## config.mk

```make
export PLATFORM = sky130hd
export DESIGN_NAME = manchester_burst_transmitter
export DESIGN_NICKNAME = d
export VERILOG_FILES = /design/src/design/mbt_pkg.sv /design/src/design/mbt_pulse_gen.sv /design/src/design/mbt_out_skid.sv /design/src/design/manchester_burst_transmitter.sv
export SDC_FILE = /design/constraint.sdc
export NUM_CORES = 1
export LEC_CHECK = 0
export ABC_AREA = 1
export BUFFER_PORTS_ARGS = -buffer_cell sky130_fd_sc_hd__buf_4
export CAP_MARGIN = 10
export CORE_MARGIN = 4
export CORE_UTILIZATION = 55
export DETAILED_ROUTE_END_ITERATION = 10
export PLACE_DENSITY = 0.73
export SETUP_SLACK_MARGIN = 0.5
export SLEW_MARGIN = 0
export SYNTH_ARGS = -nofsm -noshare
export SYNTH_HDL_FRONTEND = slang
export SYNTH_SLANG_ARGS = --single-unit
```

## constraint.sdc

```tcl
create_clock -name i_clk -period 11.2 [get_ports i_clk]
set_clock_uncertainty 0.05 [all_clocks]
set_input_delay 2.24 -clock i_clk [delete_from_list [all_inputs] [get_ports i_clk]]
set_output_delay 2.24 -clock i_clk [all_outputs]
set_load 0.02 [all_outputs]
```

## src/design/mbt_pkg.sv

```systemverilog
// Package for the Manchester burst transmitter.
// Holds frame constants, opcode and register codes, shared types and the checksum function.
// No dependencies.
package mbt_pkg;

    localparam int BURSTS      = 2;
    localparam int FRAME_BITS  = 53;
    localparam int DATA_SLOTS  = 2 * (FRAME_BITS - 1);
    localparam int SLOT_W      = 12;
    localparam int BURST_W     = (BURSTS > 1) ? $clog2(BURSTS) : 1;
    localparam int IDX_W       = $clog2(DATA_SLOTS);
    localparam int POS_W       = $clog2(FRAME_BITS);
    localparam int DUR_W       = 16;
    localparam int RPT_W       = 8;
    localparam int HDR_W       = 10;
    localparam int CFG_IDX_W   = 3;
    localparam int CFG_DATA_W  = 16;
    localparam int CHK_NIBBLES = 12;

    localparam logic [1:0] OP_LOAD = 2'd0;
    localparam logic [1:0] OP_NEXT = 2'd1;
    localparam logic [1:0] OP_STOP = 2'd2;

    localparam logic [CFG_IDX_W-1:0] CFG_SHORT   = 3'd0;
    localparam logic [CFG_IDX_W-1:0] CFG_LONG    = 3'd1;
    localparam logic [CFG_IDX_W-1:0] CFG_REPEAT  = 3'd2;
    localparam logic [CFG_IDX_W-1:0] CFG_HEADER  = 3'd3;
    localparam logic [CFG_IDX_W-1:0] CFG_ENDLESS = 3'd4;

    localparam logic [DUR_W-1:0] RST_SHORT  = 16'd500;
    localparam logic [DUR_W-1:0] RST_LONG   = 16'd1000;
    localparam logic [RPT_W-1:0] RST_REPEAT = 8'd10;
    localparam logic [HDR_W-1:0] RST_HEADER = 10'd252;

    typedef logic [FRAME_BITS-1:0] t_key;

    typedef struct packed {
        logic [DUR_W-1:0] short_us;
        logic [DUR_W-1:0] long_us;
        logic [RPT_W-1:0] repeat_count;
        logic [HDR_W-1:0] header_pairs;
        logic             endless;
    } t_cfg;

    typedef struct packed {
        logic             active;
        logic             level;
        logic [DUR_W-1:0] duration_us;
        logic             round_end;
        t_key             key_with_check;
    } t_result;

    function automatic logic [3:0] check_nibble(input t_key key);
        logic [63:0] wide;
        logic [3:0]  acc;
        wide = 64'(key);
        acc  = 4'h0;
        for (int n = 0; n < CHK_NIBBLES; n++) begin
            acc = acc ^ wide[4 + 4*n +: 4];
        end
        return acc + 4'd1;
    endfunction

endpackage

```

## src/design/mbt_pulse_gen.sv

```systemverilog
// Pulse generator: key store, burst/slot counters, repeat count and the per-transaction result.
// Depends on mbt_pkg.
module mbt_pulse_gen
    import mbt_pkg::*;
(
    input  logic       i_clk,
    input  logic       i_rst_n,
    input  logic       i_accept,
    input  logic [1:0] i_opcode,
    input  t_key       i_frame_key,
    input  t_cfg       i_cfg,
    output t_result    o_result
);

    t_key               r_key;
    logic [BURST_W-1:0] r_burst;
    logic [SLOT_W-1:0]  r_slot;
    logic [RPT_W-1:0]   r_repeats;
    logic               r_running;

    t_key               n_key;
    logic [BURST_W-1:0] n_burst;
    logic [SLOT_W-1:0]  n_slot;
    logic [RPT_W-1:0]   n_repeats;
    logic               n_running;

    logic [SLOT_W-1:0]  pre;
    logic [SLOT_W-1:0]  len;
    logic [SLOT_W-1:0]  diff;
    logic [IDX_W-1:0]   idx;
    logic [POS_W-1:0]   pos;
    logic               key_bit;
    logic [BURST_W:0]   burst_inc;
    logic               last_slot;

    always_comb begin
        pre  = SLOT_W'({i_cfg.header_pairs, 1'b0});
        len  = pre + SLOT_W'(DATA_SLOTS + 1);
        diff = r_slot - pre - SLOT_W'(1);
        if (diff >= SLOT_W'(DATA_SLOTS)) begin
            idx = IDX_W'(DATA_SLOTS - 1);
        end else begin
            idx = diff[IDX_W-1:0];
        end
        pos       = POS_W'(FRAME_BITS - 2) - POS_W'(idx >> 1);
        key_bit   = r_key[pos];
        burst_inc = {1'b0, r_burst} + (BURST_W+1)'(1);
        last_slot = (r_slot + SLOT_W'(1)) >= len;
    end

    always_comb begin
        n_key     = r_key;
        n_burst   = r_burst;
        n_slot    = r_slot;
        n_repeats = r_repeats;
        n_running = r_running;
        o_result  = '0;
        case (i_opcode)
            OP_LOAD: begin
                n_key     = {i_frame_key[FRAME_BITS-1:4], check_nibble(i_frame_key)};
                n_burst   = '0;
                n_slot    = '0;
                n_repeats = i_cfg.repeat_count;
                n_running = 1'b1;
            end
            OP_STOP: begin
                n_running = 1'b0;
            end
            OP_NEXT: begin
                if (r_repeats == '0 || !r_running) begin
                    n_running = 1'b0;
                end else begin
                    o_result.active = 1'b1;
                    if (r_slot < pre) begin
                        o_result.level       = r_slot[0];
                        o_result.duration_us = i_cfg.long_us;
                    end else if (r_slot == pre) begin
                        o_result.level       = 1'b0;
                        o_result.duration_us = i_cfg.short_us;
                    end else begin
                        o_result.level       = key_bit ^ idx[0];
                        o_result.duration_us = i_cfg.short_us;
                    end
                    if (last_slot) begin
                        n_slot = '0;
                        if (burst_inc >= (BURST_W+1)'(BURSTS)) begin
                            n_burst            = '0;
                            o_result.round_end = 1'b1;
                            if (!i_cfg.endless) begin
                                n_repeats = r_repeats - RPT_W'(1);
                            end
                        end else begin
                            n_burst = burst_inc[BURST_W-1:0];
                        end
                    end else begin
                        n_slot = r_slot + SLOT_W'(1);
                    end
                end
            end
            default: begin
            end
        endcase
        o_result.key_with_check = n_key;
    end

    always_ff @(posedge i_clk) begin
        if (!i_rst_n) begin
            r_key     <= '0;
            r_burst   <= '0;
            r_slot    <= '0;
            r_repeats <= '0;
            r_running <= 1'b0;
        end else if (i_accept) begin
            r_key     <= n_key;
            r_burst   <= n_burst;
            r_slot    <= n_slot;
            r_repeats <= n_repeats;
            r_running <= n_running;
        end
    end

endmodule

```

## src/design/mbt_out_skid.sv

```systemverilog
// Two-entry output buffer: result register plus skid register for the result channel.
// Depends on mbt_pkg.
module mbt_out_skid
    import mbt_pkg::*;
(
    input  logic    i_clk,
    input  logic    i_rst_n,
    input  logic    i_push,
    input  t_result i_data,
    input  logic    i_stall,
    output logic    o_valid,
    output t_result o_data,
    output logic    o_full
);

    logic    r_main_valid;
    logic    r_skid_valid;
    t_result r_main;
    t_result r_skid;

    logic    n_main_valid;
    logic    n_skid_valid;
    t_result n_main;
    t_result n_skid;
    logic    take;

    always_comb begin
        take         = r_main_valid && !i_stall;
        n_main_valid = r_main_valid;
        n_skid_valid = r_skid_valid;
        n_main       = r_main;
        n_skid       = r_skid;
        if (take) begin
            if (r_skid_valid) begin
                n_main       = r_skid;
                n_skid_valid = 1'b0;
            end else if (i_push) begin
                n_main = i_data;
            end else begin
                n_main_valid = 1'b0;
            end
        end else if (i_push) begin
            if (r_main_valid) begin
                n_skid       = i_data;
                n_skid_valid = 1'b1;
            end else begin
                n_main       = i_data;
                n_main_valid = 1'b1;
            end
        end
    end

    always_ff @(posedge i_clk) begin
        if (!i_rst_n) begin
            r_main_valid <= 1'b0;
            r_skid_valid <= 1'b0;
        end else begin
            r_main_valid <= n_main_valid;
            r_skid_valid <= n_skid_valid;
        end
    end

    always_ff @(posedge i_clk) begin
        r_main <= n_main;
        r_skid <= n_skid;
    end

    assign o_valid = r_main_valid;
    assign o_data  = r_main;
    assign o_full  = r_skid_valid;

endmodule

```

## src/design/manchester_burst_transmitter.sv

```systemverilog
// Top level of the Manchester burst transmitter: configuration registers, pulse generator
// and output buffer. Depends on mbt_pkg, mbt_pulse_gen and mbt_out_skid.
//
// Usage: the input channel (i_in_valid / o_in_stall) carries one transaction per item:
// load a key and start, request the next pulse, or stop. Every input transaction yields
// exactly one result transaction on the output channel (o_out_valid / i_out_stall):
// active flag, line level, pulse duration, round-end flag and the stored key with its
// checksum nibble. Pulses are generated from the burst and slot counters, not a buffer.
// Each result is registered in the output buffer; one transaction per cycle is accepted
// while o_in_stall is low. Configuration must be written by the user through i_cfg_we /
// i_cfg_idx / i_cfg_data only while idle; the block itself does not enforce this.
// Synchronous active-low reset restores the default register values, clears the key,
// counters and running flag, and empties the output buffer.
// When the receiver stalls, the result register holds and one more result lands in the
// skid register; o_in_stall rises only while that skid register is occupied.
module manchester_burst_transmitter
    import mbt_pkg::*;
(
    input  logic                  i_clk,
    input  logic                  i_rst_n,
    input  logic                  i_in_valid,
    output logic                  o_in_stall,
    input  logic [1:0]            i_opcode,
    input  logic [FRAME_BITS-1:0] i_frame_key,
    output logic                  o_out_valid,
    input  logic                  i_out_stall,
    output logic                  o_active,
    output logic                  o_level,
    output logic [DUR_W-1:0]      o_duration_us,
    output logic                  o_round_end,
    output logic [FRAME_BITS-1:0] o_key_with_check,
    input  logic                  i_cfg_we,
    input  logic [CFG_IDX_W-1:0]  i_cfg_idx,
    input  logic [CFG_DATA_W-1:0] i_cfg_data
);

    t_cfg    r_cfg;
    t_result gen_result;
    t_result out_result;
    logic    in_accept;
    logic    skid_full;

    assign o_in_stall = skid_full;
    assign in_accept  = i_in_valid && !skid_full;

    always_ff @(posedge i_clk) begin
        if (!i_rst_n) begin
            r_cfg.short_us     <= RST_SHORT;
            r_cfg.long_us      <= RST_LONG;
            r_cfg.repeat_count <= RST_REPEAT;
            r_cfg.header_pairs <= RST_HEADER;
            r_cfg.endless      <= 1'b0;
        end else if (i_cfg_we) begin
            case (i_cfg_idx)
                CFG_SHORT:   r_cfg.short_us     <= i_cfg_data;
                CFG_LONG:    r_cfg.long_us      <= i_cfg_data;
                CFG_REPEAT:  r_cfg.repeat_count <= i_cfg_data[RPT_W-1:0];
                CFG_HEADER:  r_cfg.header_pairs <= i_cfg_data[HDR_W-1:0];
                CFG_ENDLESS: r_cfg.endless      <= i_cfg_data[0];
                default: begin
                end
            endcase
        end
    end

    mbt_pulse_gen u_pulse_gen (
        .i_clk       (i_clk),
        .i_rst_n     (i_rst_n),
        .i_accept    (in_accept),
        .i_opcode    (i_opcode),
        .i_frame_key (i_frame_key),
        .i_cfg       (r_cfg),
        .o_result    (gen_result)
    );

    mbt_out_skid u_out_skid (
        .i_clk   (i_clk),
        .i_rst_n (i_rst_n),
        .i_push  (in_accept),
        .i_data  (gen_result),
        .i_stall (i_out_stall),
        .o_valid (o_out_valid),
        .o_data  (out_result),
        .o_full  (skid_full)
    );

    assign o_active         = out_result.active;
    assign o_level          = out_result.level;
    assign o_duration_us    = out_result.duration_us;
    assign o_round_end      = out_result.round_end;
    assign o_key_with_check = out_result.key_with_check;

endmodule
```

==> impl_metrics.tcl <==
set metrics [dict create \
    min_period_ns 4.476 \
    tightest_slew_ns 1.164 \
    design_area_um2 15520 \
    cts_made_buffers 28 \
    gp_congestion 0.8684 \
    crit_arrival_ns 4.60 \
    cp-start-kind "input pin" \
    slowest_stage "a21oi_4" \
    fin_crit_sh 0.3997 \
    io_pins 153 \
    ys_async_sr_fraction 0 \
    worstSetupEndpointType "register" \
    syn_nets 1691 \
    grt_pass1_wl_mm 53.19 \
    combPwrFrac 0.142 \
    fin_cells 2039 \
    ir_drop_mv 0.1094 \
    synth_most_common_cell "nand2_1" \
    via_count 11040 \
    cellInternalPower_uw 1753 \
    synth.area.top_cells "edfxtp_1 33%, dfxtp_1 19%, nand2_1 10%, o21ai_0 7.3%, inv_1 5.4%" \
    cp_cell_sequence "buf_4, nor2_1, nand2_1, a21oi_4, buf_4" \
    critPathMaxStageDelay_ns 1.05 \
    path_clk_slew_ns 0.06 \
    place_ws_ns 6.153 \
    power.density_nw_per_um2 152.4 \
    slew_headroom 0.2232 \
    critPathMaxFanout 42 \
    synth_top_cells_by_count "367 x nand2_1, 193 x o21ai_0, 192 x inv_1" \
    fin_ws_ns 6.724 \
    slew_violations 0 \
    grt-ovfl-total 0 \
    viasPerCell 5.414 \
    yosysTopAreaCell "edfxtp_1" \
    synth.avg_cell_area_um2 8.413 \
    synth_cell_types 41 \
    first_global_vias 10476 \
    tns_ns 0 \
    syn_inst 1580 \
    antenna_found_initial 0 \
    synthesis.area_um2 13290 \
    rsz0062_at_grt "false" \
    area_growth_pct 16.74 \
    wl_per_cell_um 16.33 \
    p_sw_frac 0.2586 \
    drt_iter0_markers 945 \
    dp_cells 1986 \
    numClockSinks 272 \
    drv_cap 0 \
    outcome "finished, final reports clean" \
    fin_nets 1809 \
    holdCritPathClass "reg -> reg" \
    clockPowerShare 0.373 \
    p_leak_uw 0.006631 \
    placed_cell_area_um2 14620 \
    hold_buffers 0 \
    drive_gt1_frac 0.1395 \
    insertion_delay_ns 0.54 \
    ant_nets 0 \
    drt-total-wl_mm 33.31 \
    synth_ff_type "edfxtp_1" \
    synth-edff-count 144 \
    chipHeight_um 163.5 \
    row_count 56 \
    power_frac_seq 0.485 \
    port_buffers 148 \
    synth_seq_cells 272 \
    ys_seq_area_frac 0.5181 \
    cts.repair.resized 0 \
    cts_tree "yes" \
    synth_top_area_share 0.3253 \
    clock_path_buffers 3 \
    worstSetupPathType "in -> reg" \
    post-cts-setup-buffers 0 \
    grt_start_max_net_pins 111 \
    cts_root_buf "clkbuf_16" \
    firstDrtPassIters 6 \
    p_switching_uw 611.7 \
    crit_required_ns 11.32 \
    cts_max_level 1 \
    final-setup-viol-count 0 \
    timing.fmax_mhz 223.4 \
    drc 0 \
    finalHoldViolations 0 \
    grt_use_total 0.2452 \
    initial_utilization 0.5630 \
    hpwl_mm 22.41 \
    fp.coreArea_um2 23610 \
    yosysWarnings 0 \
    num_antenna_cells 0 \
    crit_top_cell "buf_4" \
    die_area_um2 26720 \
    die_w_um 163.5 \
]
-- flip-flops by register name, summed over array words and instances (netlist names) --
name                   count
u_pulse_gen.r_repeats      8
u_out_skid.o_full          1
r_cfg                     51
u_pulse_gen.r_running      1
u_out_skid.o_data         72
u_pulse_gen.r_burst        1
u_out_skid.r_skid         72
u_pulse_gen.r_slot        12
u_pulse_gen.r_key         53
u_out_skid.o_valid         1
-- worst paths after layout --
check,start,end,slack (ns),depth (start not counted)
setup / recovery,i_out_stall,u_out_skid.o_data[47]$_DFFE_PP_,6.72,5
hold / removal,r_cfg[35]$_SDFFE_PN0P_,r_cfg[35]$_SDFFE_PN0P_,0.41,2
hold reg to reg,r_cfg[35]$_SDFFE_PN0P_,r_cfg[35]$_SDFFE_PN0P_,0.41,2
setup reg to reg,u_pulse_gen.r_slot[0]$_SDFFE_PN0P_,u_out_skid.o_data[70]$_DFFE_PP_,6.81,29
-- worst max-delay path, delay by kind of cell --
kind	cells	cell delay [ns]
AO/OA/AOI/OAI	1	1.05
buffers and inverters	2	0.74
AND/OR/NAND/NOR	2	0.52
-- power by group through the flow --
stage | Clock [uW] | Sequential (uW) | Combinational (uW)
detailed placement | 0 | 1170 | 332
global placement | 0 | 1170 | 326
CTS | 899 | 1150 | 335
floorplan | 0 | 1200 | 176
global route | 943 | 1150 | 370
finish | 883 | 1150 | 335
-- placed cells by master (no fill, tap or decap), drive strengths merged --
cell type    n
nand2      370
o21ai      197
inv        196
buf        159
edfxtp     144
dfxtp      128
a21oi      107
nor2        99
nand3       85
clkbuf      45
xnor2       40
ha          31
xor2        21
nand4       19
a211oi      13
clkinv      12
o211ai      11
mux2        11
nor3         9
or2          7
a31oi        4
nand3b       4
a221oi       2
o2111ai      2
nor4         1
o22ai        1
o21bai       1
fa           1
-- metrics by stage --
| stage | hold slack [ns] | power [uW] | utilization |
|---|---|---|---|
| after CTS | 0.4072 | 2380 | 0.6566 |
| after global placement | 0.3823 | 1491 | 0.6192 |
| after global routing | 0.4327 | 2464 | 0.6572 |
| after floorplan | 0.3705 | 1372 | - |
| after detailed placement | 0.3942 | 1499 | 0.6192 |
| final | 0.4052 | 2365 | 0.6572 |
-- logic make-up after synthesis --
kind of cell | share of synthesized area
AO/OA/AOI/OAI | 0.1340
AND/OR/NAND/NOR | 0.1895
buffers and inverters | 0.07822
flip-flops | 0.5181
multiplexers | 0.009319
adder cells (fa/ha/maj) | 0.03069
XOR/XNOR | 0.04019
-- layer usage --
metal  up-vias  track usage  wire (um)
li1       5467            -          -
met1      5080       0.3261      13680
met2       421       0.4147      16120
met3        72      0.03078       2492
met4         0      0.08807       1007
met5         -            0          0
-- area by class of cell --
type                            count  area [um2]
Clock buffer                       45       834.6
Clock inverter                      7       48.80
Fill cell                        2004        8094
Inverter                          201       760.7
Multi-Input combinational cell   1036        5388
Sequential cell                   272        6887
Tap cell                          319       399.1
Timing Repair Buffer              159        1201
(Power assumes the default switching activity.)
